[src/hw/rtl/atp_pkg.sv]
// Shared constants, types and the rounding multiply for the atan2 pipeline.
package atp_pkg;

    localparam int IN_WIDTH        = 16;
    localparam int ANGLE_FRAC_BITS = 13;
    localparam int OUT_W           = 16;
    localparam int QF              = 16;
    localparam int Q_W             = 18;
    localparam int R_W             = 20;

    localparam int DIV_BITS   = 2;
    localparam int DIV_STAGES = QF / DIV_BITS;

    localparam int RND_SH   = (ANGLE_FRAC_BITS <= QF) ? (QF - ANGLE_FRAC_BITS) : 0;
    localparam int LSH      = (ANGLE_FRAC_BITS > QF) ? (ANGLE_FRAC_BITS - QF) : 0;
    localparam int RND_HALF = (RND_SH > 0) ? (1 << (RND_SH - 1)) : 0;
    localparam int MAGO_W   = R_W + LSH;
    localparam int OUT_MAX  = 32767;

    localparam logic signed [Q_W-1:0] COEF3 = -18'sd21767;
    localparam logic signed [Q_W-1:0] COEF5 = 18'sd12243;
    localparam logic signed [Q_W-1:0] COEF7 = -18'sd6167;
    localparam logic signed [Q_W-1:0] COEF9 = 18'sd1628;

    localparam int PI_INT = 205887;
    localparam logic signed [R_W-1:0] HALF_PI_Q = 20'sd102944;
    localparam logic signed [R_W-1:0] PI_Q      = 20'sd205887;

    localparam int PI_SCALED = (ANGLE_FRAC_BITS <= QF) ? ((PI_INT + RND_HALF) >> RND_SH)
                                                       : (PI_INT << LSH);
    localparam int ANGLE_LIM = (PI_SCALED > OUT_MAX) ? OUT_MAX : PI_SCALED;

    typedef struct packed {
        logic swap;
        logic xneg;
        logic yneg;
        logic zero;
        logic equal;
    } t_flags;

    typedef struct packed {
        logic [IN_WIDTH-1:0] mn;
        logic [IN_WIDTH-1:0] mx;
        t_flags              flags;
    } t_div_in;

    typedef struct packed {
        logic [QF-1:0] q;
        t_flags        flags;
    } t_ratio;

    typedef struct packed {
        logic signed [Q_W-1:0] r;
        t_flags                flags;
    } t_poly;

    // Q.16 product, rounded half up (floor of prod + half LSB)
    function automatic logic signed [Q_W-1:0] qmul(input logic signed [Q_W-1:0] a,
                                                   input logic signed [Q_W-1:0] b);
        logic signed [2*Q_W-1:0] prod;
        prod = a * b;
        prod = prod + (2*Q_W)'(1 << (QF - 1));
        return prod[QF+Q_W-1:QF];
    endfunction

endpackage

[src/hw/rtl/atp_if.sv]
// Valid/ready item channels: input vector and output angle.
interface atp_in_if import atp_pkg::*; ();
    logic                       valid;
    logic                       ready;
    logic signed [IN_WIDTH-1:0] x_in;
    logic signed [IN_WIDTH-1:0] y_in;

    modport source (output valid, output x_in, output y_in, input ready);
    modport sink   (input valid, input x_in, input y_in, output ready);
endinterface

interface atp_out_if import atp_pkg::*; ();
    logic                    valid;
    logic                    ready;
    logic signed [OUT_W-1:0] angle;

    modport source (output valid, output angle, input ready);
    modport sink   (input valid, input angle, output ready);
endinterface

[src/hw/rtl/atp_div.sv]
// Pipelined restoring divider: min * 2^16 / max, two quotient bits per stage.
module atp_div import atp_pkg::*; (
    input  logic    i_clk,
    input  logic    i_rst_n,
    input  logic    i_valid,
    output logic    o_ready,
    input  t_div_in i_data,
    output logic    o_valid,
    input  logic    i_ready,
    output t_ratio  o_data
);

    logic [DIV_STAGES-1:0] r_vld;
    logic [DIV_STAGES:0]   w_rdy;
    logic [IN_WIDTH-1:0]   r_rem [DIV_STAGES];
    logic [IN_WIDTH-1:0]   r_mx  [DIV_STAGES];
    logic [QF-1:0]         r_q   [DIV_STAGES];
    t_flags                r_flg [DIV_STAGES];

    assign w_rdy[DIV_STAGES] = i_ready;
    assign o_ready           = w_rdy[0];

    for (genvar k = 0; k < DIV_STAGES; k++) begin : g_stage
        logic                src_v;
        logic [IN_WIDTH-1:0] src_rem;
        logic [IN_WIDTH-1:0] src_mx;
        logic [QF-1:0]       src_q;
        t_flags              src_f;
        logic [IN_WIDTH-1:0] n_rem;
        logic [QF-1:0]       n_q;
        logic [IN_WIDTH-1:0] w_sh;

        if (k == 0) begin : g_first
            assign src_v   = i_valid;
            assign src_rem = i_data.mn;
            assign src_mx  = i_data.mx;
            assign src_q   = '0;
            assign src_f   = i_data.flags;
        end else begin : g_next
            assign src_v   = r_vld[k-1];
            assign src_rem = r_rem[k-1];
            assign src_mx  = r_mx[k-1];
            assign src_q   = r_q[k-1];
            assign src_f   = r_flg[k-1];
        end

        assign w_rdy[k] = !r_vld[k] || w_rdy[k+1];

        always_comb begin
            n_rem = src_rem;
            n_q   = src_q;
            w_sh  = '0;
            for (int j = 0; j < DIV_BITS; j++) begin
                w_sh = {n_rem[IN_WIDTH-2:0], 1'b0};
                if (w_sh >= src_mx) begin
                    n_rem = w_sh - src_mx;
                    n_q   = {n_q[QF-2:0], 1'b1};
                end else begin
                    n_rem = w_sh;
                    n_q   = {n_q[QF-2:0], 1'b0};
                end
            end
        end

        always_ff @(posedge i_clk) begin
            if (!i_rst_n) begin
                r_vld[k] <= 1'b0;
            end else if (w_rdy[k]) begin
                r_vld[k] <= src_v;
            end
        end

        always_ff @(posedge i_clk) begin
            if (w_rdy[k] && src_v) begin
                r_rem[k] <= n_rem;
                r_mx[k]  <= src_mx;
                r_q[k]   <= n_q;
                r_flg[k] <= src_f;
            end
        end
    end

    assign o_valid      = r_vld[DIV_STAGES-1];
    assign o_data.q     = r_q[DIV_STAGES-1];
    assign o_data.flags = r_flg[DIV_STAGES-1];

endmodule

[src/hw/rtl/atp_poly.sv]
// Five-stage odd polynomial: atan(a) = a + a^3 * (C3 + C5 s + C7 s^2 + C9 s^3).
module atp_poly import atp_pkg::*; (
    input  logic   i_clk,
    input  logic   i_rst_n,
    input  logic   i_valid,
    output logic   o_ready,
    input  t_ratio i_data,
    output logic   o_valid,
    input  logic   i_ready,
    output t_poly  o_data
);

    localparam int NST = 5;

    logic [NST-1:0] r_vld;
    logic [NST:0]   w_rdy;
    logic [NST-1:0] w_src_v;

    logic [QF-1:0]         w_a0;
    logic [QF-1:0]         r_a0, r_a1, r_a2, r_a3;
    logic signed [Q_W-1:0] r_s0, r_s1, r_s2;
    logic signed [Q_W-1:0] r_p1, r_p2, r_p3, r_sa3, r_r4;
    t_flags                r_f0, r_f1, r_f2, r_f3, r_f4;

    function automatic logic signed [Q_W-1:0] ext_a(input logic [QF-1:0] a);
        return signed'(Q_W'(a));
    endfunction

    assign w_src_v = {r_vld[NST-2:0], i_valid};
    assign w_rdy[NST] = i_ready;
    assign o_ready = w_rdy[0];

    for (genvar k = 0; k < NST; k++) begin : g_ctl
        assign w_rdy[k] = !r_vld[k] || w_rdy[k+1];

        always_ff @(posedge i_clk) begin
            if (!i_rst_n) begin
                r_vld[k] <= 1'b0;
            end else if (w_rdy[k]) begin
                r_vld[k] <= w_src_v[k];
            end
        end
    end

    // ratio 1.0 saturates to the largest Q0.16 code
    assign w_a0 = i_data.flags.equal ? '1 : i_data.q;

    always_ff @(posedge i_clk) begin
        if (w_rdy[0] && w_src_v[0]) begin
            r_a0 <= w_a0;
            r_s0 <= qmul(ext_a(w_a0), ext_a(w_a0));
            r_f0 <= i_data.flags;
        end
        if (w_rdy[1] && w_src_v[1]) begin
            r_a1 <= r_a0;
            r_s1 <= r_s0;
            r_p1 <= qmul(COEF9, r_s0) + COEF7;
            r_f1 <= r_f0;
        end
        if (w_rdy[2] && w_src_v[2]) begin
            r_a2 <= r_a1;
            r_s2 <= r_s1;
            r_p2 <= qmul(r_p1, r_s1) + COEF5;
            r_f2 <= r_f1;
        end
        if (w_rdy[3] && w_src_v[3]) begin
            r_a3  <= r_a2;
            r_sa3 <= qmul(r_s2, ext_a(r_a2));
            r_p3  <= qmul(r_p2, r_s2) + COEF3;
            r_f3  <= r_f2;
        end
        if (w_rdy[4] && w_src_v[4]) begin
            r_r4 <= qmul(r_p3, r_sa3) + ext_a(r_a3);
            r_f4 <= r_f3;
        end
    end

    assign o_valid      = r_vld[NST-1];
    assign o_data.r     = r_r4;
    assign o_data.flags = r_f4;

endmodule

[src/hw/rtl/atan2_poly_approx.sv]
// Top level: magnitude/octant front end, divider, polynomial, reflect and round.
//
//   channel  | dir | payload                         | handshake
//   i_in     | in  | x_in, y_in  signed 16-bit       | valid/ready
//   o_out    | out | angle signed Q3.13 radians      | valid/ready
//
// One item per cycle sustained while o_out is not stalled; stages: front end 1,
// divider 8 (two quotient bits per stage), polynomial 5, output register 1.
// Reset clears all stage valid bits; payload registers are not reset.
// Each stage holds its item while the next one is full and stalled, so a
// stall on o_out backs up stage by stage and never drops or repeats an item.
module atan2_poly_approx import atp_pkg::*; (
    input  logic    i_clk,
    input  logic    i_rst_n,
    atp_in_if.sink  i_in,
    atp_out_if.source o_out
);

    logic [IN_WIDTH-1:0] w_ax, w_ay;
    t_div_in             n_f_data, r_f_data;
    logic                r_f_vld;
    logic                w_f_rdy;
    logic                w_div_rdy;

    logic   w_div_vld;
    t_ratio w_ratio;
    logic   w_poly_rdy;
    logic   w_poly_vld;
    t_poly  w_poly;
    logic   w_o_rdy;

    logic signed [R_W-1:0]   w_t;
    logic [MAGO_W-1:0]       w_mag;
    logic signed [OUT_W-1:0] n_angle;
    logic signed [OUT_W-1:0] r_angle;
    logic                    r_ovld;

    // front end: magnitudes and octant
    assign w_ax = i_in.x_in[IN_WIDTH-1] ? IN_WIDTH'(~i_in.x_in + 1'b1) : IN_WIDTH'(i_in.x_in);
    assign w_ay = i_in.y_in[IN_WIDTH-1] ? IN_WIDTH'(~i_in.y_in + 1'b1) : IN_WIDTH'(i_in.y_in);

    always_comb begin
        n_f_data.flags.swap  = w_ay > w_ax;
        n_f_data.flags.xneg  = i_in.x_in[IN_WIDTH-1];
        n_f_data.flags.yneg  = i_in.y_in[IN_WIDTH-1];
        n_f_data.flags.equal = w_ax == w_ay;
        n_f_data.mx          = (w_ay > w_ax) ? w_ay : w_ax;
        n_f_data.mn          = (w_ay > w_ax) ? w_ax : w_ay;
        n_f_data.flags.zero  = n_f_data.mx == '0;
    end

    assign w_f_rdy    = !r_f_vld || w_div_rdy;
    assign i_in.ready = w_f_rdy;

    always_ff @(posedge i_clk) begin
        if (!i_rst_n) begin
            r_f_vld <= 1'b0;
        end else if (w_f_rdy) begin
            r_f_vld <= i_in.valid;
        end
    end

    always_ff @(posedge i_clk) begin
        if (w_f_rdy && i_in.valid) begin
            r_f_data <= n_f_data;
        end
    end

    atp_div u_div (
        .i_clk   (i_clk),
        .i_rst_n (i_rst_n),
        .i_valid (r_f_vld),
        .o_ready (w_div_rdy),
        .i_data  (r_f_data),
        .o_valid (w_div_vld),
        .i_ready (w_poly_rdy),
        .o_data  (w_ratio)
    );

    atp_poly u_poly (
        .i_clk   (i_clk),
        .i_rst_n (i_rst_n),
        .i_valid (w_div_vld),
        .o_ready (w_poly_rdy),
        .i_data  (w_ratio),
        .o_valid (w_poly_vld),
        .i_ready (w_o_rdy),
        .o_data  (w_poly)
    );

    // reflect into the right octant, round to the output format, apply sign; a zero vector gives 0
    always_comb begin
        w_t = R_W'(w_poly.r);
        if (w_t < 0) begin
            w_t = '0;
        end
        if (w_poly.flags.swap) begin
            w_t = HALF_PI_Q - w_t;
        end
        if (w_poly.flags.xneg) begin
            w_t = PI_Q - w_t;
        end
        if (w_t < 0) begin
            w_t = '0;
        end
        w_mag = MAGO_W'(unsigned'(w_t));
        w_mag = (w_mag + MAGO_W'(RND_HALF)) >> RND_SH;
        w_mag = w_mag << LSH;
        if (w_mag > MAGO_W'(OUT_MAX)) begin
            w_mag = MAGO_W'(OUT_MAX);
        end
        n_angle = signed'(OUT_W'(w_mag));
        if (w_poly.flags.yneg) begin
            n_angle = -n_angle;
        end
        if (w_poly.flags.zero) begin
            n_angle = '0;
        end
    end

    assign w_o_rdy = !r_ovld || o_out.ready;

    always_ff @(posedge i_clk) begin
        if (!i_rst_n) begin
            r_ovld <= 1'b0;
        end else if (w_o_rdy) begin
            r_ovld <= w_poly_vld;
        end
    end

    always_ff @(posedge i_clk) begin
        if (w_o_rdy && w_poly_vld) begin
            r_angle <= n_angle;
        end
    end

    assign o_out.valid = r_ovld;
    assign o_out.angle = r_angle;

    a_angle_range: assert property (@(posedge i_clk) disable iff (!i_rst_n)
        r_ovld |-> (r_angle <= OUT_W'(ANGLE_LIM)) && (r_angle >= -OUT_W'(ANGLE_LIM)))
        else $error("angle outside -pi..pi");

    a_front_hold: assert property (@(posedge i_clk) disable iff (!i_rst_n)
        r_f_vld && !w_div_rdy |=> r_f_vld && $stable(r_f_data))
        else $error("front-end item changed while stalled");

    a_empty_ready: assert property (@(posedge i_clk) disable iff (!i_rst_n)
        !r_f_vld |-> i_in.ready)
        else $error("input not ready with empty front stage");

    a_out_hold: assert property (@(posedge i_clk) disable iff (!i_rst_n)
        w_poly_vld && !w_o_rdy |=> w_poly_vld && $stable(w_poly))
        else $error("polynomial result changed while output stalled");

endmodule
[src/flat_wrapper.sv]
// flat-port wrapper written by rule: the top's interface ports become plain ports
module atan2_poly_approx_flat import atp_pkg::*;
  (i_clk, i_rst_n, i_in_valid, i_in_x_in, i_in_y_in, i_in_ready, o_out_valid, o_out_angle, o_out_ready);
  atp_in_if i_in_i ();
  atp_out_if o_out_i ();
  input  logic i_clk;
  input  logic i_rst_n;
  input wire logic [$bits(i_in_i.valid)-1:0] i_in_valid;
  input wire logic [$bits(i_in_i.x_in)-1:0] i_in_x_in;
  input wire logic [$bits(i_in_i.y_in)-1:0] i_in_y_in;
  output wire logic [$bits(i_in_i.ready)-1:0] i_in_ready;
  output wire logic [$bits(o_out_i.valid)-1:0] o_out_valid;
  output wire logic [$bits(o_out_i.angle)-1:0] o_out_angle;
  input wire logic [$bits(o_out_i.ready)-1:0] o_out_ready;
  assign i_in_i.valid = i_in_valid;
  assign i_in_i.x_in = i_in_x_in;
  assign i_in_i.y_in = i_in_y_in;
  assign i_in_ready = i_in_i.ready;
  assign o_out_valid = o_out_i.valid;
  assign o_out_angle = o_out_i.angle;
  assign o_out_i.ready = o_out_ready;
  atan2_poly_approx u_core (.i_clk(i_clk), .i_rst_n(i_rst_n), .i_in(i_in_i), .o_out(o_out_i));
endmodule
[config.mk]
export PLATFORM = sky130hd
export DESIGN_NAME = atan2_poly_approx_flat
export DESIGN_NICKNAME = d
export VERILOG_FILES = /design/src/hw/rtl/atp_pkg.sv /design/src/hw/rtl/atp_if.sv /design/src/hw/rtl/atp_div.sv /design/src/hw/rtl/atp_poly.sv /design/src/hw/rtl/atan2_poly_approx.sv /design/src/flat_wrapper.sv
export SDC_FILE = /design/constraint.sdc
export NUM_CORES = 2
export LEC_CHECK = 0
export BUFFER_PORTS_ARGS = -buffer_cell sky130_fd_sc_hd__buf_2
export CAP_MARGIN = 15
export CELL_PAD_IN_SITES_DETAIL_PLACEMENT = 0
export CELL_PAD_IN_SITES_GLOBAL_PLACEMENT = 1
export CORE_MARGIN = 1
export CORE_UTILIZATION = 45
export DETAILED_ROUTE_END_ITERATION = 8
export GPL_TIMING_DRIVEN = 1
export PLACE_DENSITY = 0.84
export SKIP_LAST_GASP = 1
export SYNTH_ARGS = -nofsm -noshare
export SYNTH_HDL_FRONTEND = slang
export SYNTH_HIERARCHICAL = 1
export SYNTH_SLANG_ARGS = --single-unit
[constraint.sdc]
create_clock -name i_clk -period 8.3 [get_ports i_clk]
set_input_delay 1.66 -clock i_clk [delete_from_list [all_inputs] [get_ports i_clk]]
set_output_delay 1.66 -clock i_clk [all_outputs]
set_load 0.01 [all_outputs]
==> impl_summary.md <==
STA
Dividing the final minimum period by the clock period gives 98.4%. The count of final setup violators is 0. The transition time at the pin with the least slew margin is approximately 1.1 ns. The worst path needs approximately 8 ns of the cycle, external delays included. The normalized max-slew margin is 25.2%. The number of slew-limit violations in the final report came to 0. The number of endpoints with negative hold slack in the final report is 0. The maximum operating frequency is roughly 120 MHz. The worst path meets setup with between 0.1 and 0.15 ns of slack. Setup repair after global routing could not meet its margin everywhere.

On the final layout, the worst clock skew is just under 0.05 ns.

Worst setup path
Data on the critical path is required at its endpoint by a little under 9 ns. The top fanout value on the critical path is 7. Counting stages on the worst path, the most repeated cell is fa_1. The launching element type of the critical path is a flip-flop.

The critical path endpoint category is a flip-flop. The critical path arrival is ~8.6 ns. The slowest library cell on the worst path is edfxtp_1. The path type of the worst setup path is flip-flop to flip-flop. In this design, the stage delay of the slowest critical-path cell is approximately 0.52 ns.

Floorplanning
The floorplan step defined a die boundary enclosing 201000 sq um. The floorplan step defined a core boundary enclosing 198000 sq um. The total number of placement rows is around 160. The top-level port count is 54. From bottom edge to top edge, the die measures ~450 um. Once the floorplan was initialized, standard cells occupied between 40% and 50% of the core. Measured along the x axis, the die boundary spans between 400 and 500 um.

Route
Wires add up to 210 mm. The count of nets left with antenna violations once routing finished came out at 0. For this run, design rule violations remaining after detail routing come to 0. Detailed routing inserted a total of roughly 63000 vias.

The detailed-router iteration count before antenna repair is 6. The iteration-0 DRC count of the detailed router is roughly 3700. Dividing the detail-routed via count by the number of cells gives approximately 5.2.

The post-detailed-route wirelength per cell is roughly 17 um.

Global routing
After global routing the overflow that remains totals 0. The via count of the first global-routing pass came to between 60000 and 70000. Across every metal layer, demand over resource in global routing totals a little over a fifth. The largest net degree at the start of global routing is 57.

The number of antenna violations at the first check in global routing came to 0. The first-pass GRT wire length is ~350 mm.

Clock tree
The clock net in this run drives a total of around 620 sinks. The cell at the root of the clock tree is clkbuf_16. The clock latency of the later-clocked register in the worst-skew pair is 0.69 ns.

The clock-pin transition on the worst setup and hold timing paths is 0.06 ns. The maximum root-to-sink buffer count is 3. TritonCTS built the clock tree. The number of clock buffers added by TritonCTS is 74.

In this run the number of H-tree levels came out at 3. The hold buffer count at CTS is 0.

Finish
The top cell types in the final layout, fill and taps aside, are inv_1, fa_1, nand2_1. Counting the fill cells in the layout gives roughly 18000. Once layout is complete, the utilization of the core stands at about half. The fraction of layout cells with a size suffix above 1 is under 10%.

With fillers left out, the area of the finished cells amounts to a little under 100000 sq um. The library cell used most frequently in the layout, excluding fill and tap cells, is inv_1. The net count reported at finish is around 12000. The area growth from synthesis to layout is 8.75%. The antenna cell count is 0.

Power
The part of the total power dissipated in combinational logic is roughly 25%. The analysis attributes to cell leakage a power of between 40 and 50 nW. The peak supply drop is ~170 uV. The power per cell area is around 97 nW/um^2. Sequential cells burn around two fifths of the power. The design internal power is roughly 6.7 mW. The switching power share of the total is 29.5%. The clock share of power is 37.0%. In this run the power spent charging and discharging nets is between 2 and 3 mW.

Synthesis
The synthesized netlist net count is around 11000. The netlist area before placement is approximately 90000 sq um. Dividing the synthesized area by the synthesized cell count gives about 9.8 sq um. The Yosys step of the flow raised 6 warnings.

The cell count after synthesis is approximately 9100.

Hold path
The type of the most critical hold path is flip-flop to flip-flop.

Placed design
The worst-case setup slack after placement is -0.384 ns. The routability congestion estimate from global placement is roughly 0.9. Detailed placement ended at an HPWL of 174 mm. Port buffering added 53 buffers. Summing all placed instances gives a cell area of around 94000 sq um.

Status
The run finished with clean final reports.

Flow run
The number of violations of the max-capacitance limit is 0.
state kept, by name, summed over array words and instances (netlist names), 7 cells and up:
| register | flops |
|---|---|
| u_core/u_poly/r_a2 | 16 |
| u_core/u_poly/r_a0 | 16 |
| u_core/u_poly/r_s2 | 17 |
| u_core/u_div/g_stage.src_v | 7 |
| u_core/r_f_data | 36 |
| u_core/u_poly/r_r4 | 18 |
| u_core/u_div/r_flg | 40 |
| u_core/u_poly/r_a1 | 16 |
| u_core/u_poly/r_p2 | 18 |
| u_core/u_poly/r_p1 | 18 |
| u_core/u_poly/r_p3 | 18 |
| u_core/u_poly/r_s1 | 17 |
| u_core/u_div/r_rem | 105 |
| u_core/u_div/r_q | 72 |
| u_core/u_poly/r_s0 | 17 |
| u_core/u_poly/r_sa3 | 18 |
| u_core/o_out.angle | 16 |
| u_core/u_div/r_mx | 112 |
| u_core/u_poly/r_a3 | 16 |
power groups by stage:
stage / combinational (mW) / sequential (mW) / clock (mW)
3_3_place_gp: 2.23 / 3.72 / 0
3_5_place_dp: 2.30 / 3.72 / 0
2_1_floorplan: 1.80 / 3.68 / 0
5_1_grt: 2.57 / 3.66 / 3.69
4_1_cts: 2.32 / 3.65 / 3.59
6_report: 2.33 / 3.65 / 3.51
per-stage QoR:
step	cells	TNS (ns)	total power [mW]	hold slack, ns
floorplan	9145	0	5.49	0.400
detailed placement	11816	-0.810	6.02	0.405
global route	11998	-0.316	9.92	0.419
global placement	11816	-0.571	5.95	0.401
CTS	11952	-0.0267	9.57	0.414
finish	11998	0	9.49	0.417
area by class of cell:
| type | count | area, sq um | share of cell area, % |
|---|---|---|---|
| clock buffer | 84 | 1940 | 1.99 |
| multi-input combinational | 6379 | 63400 | 65.0 |
| timing repair buffer | 349 | 2640 | 2.71 |
| tap | 2640 | 3300 | 3.39 |
| clock inverter | 52 | 708 | 0.726 |
| sequential | 621 | 18500 | 19.0 |
| inverter | 1873 | 7040 | 7.21 |
final timing paths:
path / startpoint / end / slack, ns / depth (start not counted)
min: u_core/u_poly/r_a0[9]$_DFFE_PP_ / u_core/u_poly/r_a1[9]$_DFFE_PP_ / 0.42 / 0
max reg2reg: u_core/u_poly/r_sa3[2]$_DFFE_PP_ / u_core/u_poly/r_r4[16]$_DFFE_PP_ / 0.13 / 36
min reg2reg: u_core/u_poly/r_a0[9]$_DFFE_PP_ / u_core/u_poly/r_a1[9]$_DFFE_PP_ / 0.42 / 0
max: u_core/u_poly/r_sa3[2]$_DFFE_PP_ / u_core/u_poly/r_r4[16]$_DFFE_PP_ / 0.13 / 36
timing repair:
item | in CTS | in global routing
pin swaps | 4 | 20
endpoints found under the setup margin | 4 | 13
resized for setup | 8 | 44
setup buffers | 0 | 42
cloned | 0 | 1
worst max-delay path, delay by kind of cell (launching register included):
| kind | cells | cell delay (ns) |
|---|---|---|
| buf+inv | 8 | 0.92 |
| compound gates | 12 | 2.12 |
| flops | 1 | 0.52 |
| xor+xnor | 3 | 0.37 |
| simple gates | 4 | 0.47 |
| fa+ha+maj | 9 | 3.50 |
routing by layer:
metal | wire (um) | track usage, % | vias up
met2 | 106000 | 38.1 | 1465
met1 | 88500 | 27.3 | 31615
met3 | 8710 | 2.21 | 318
li1 | - | - | 29591
met5 | 0 | 0 | -
met4 | 6490 | 6.58 | 0
Power figures use the tool's default switching activity.
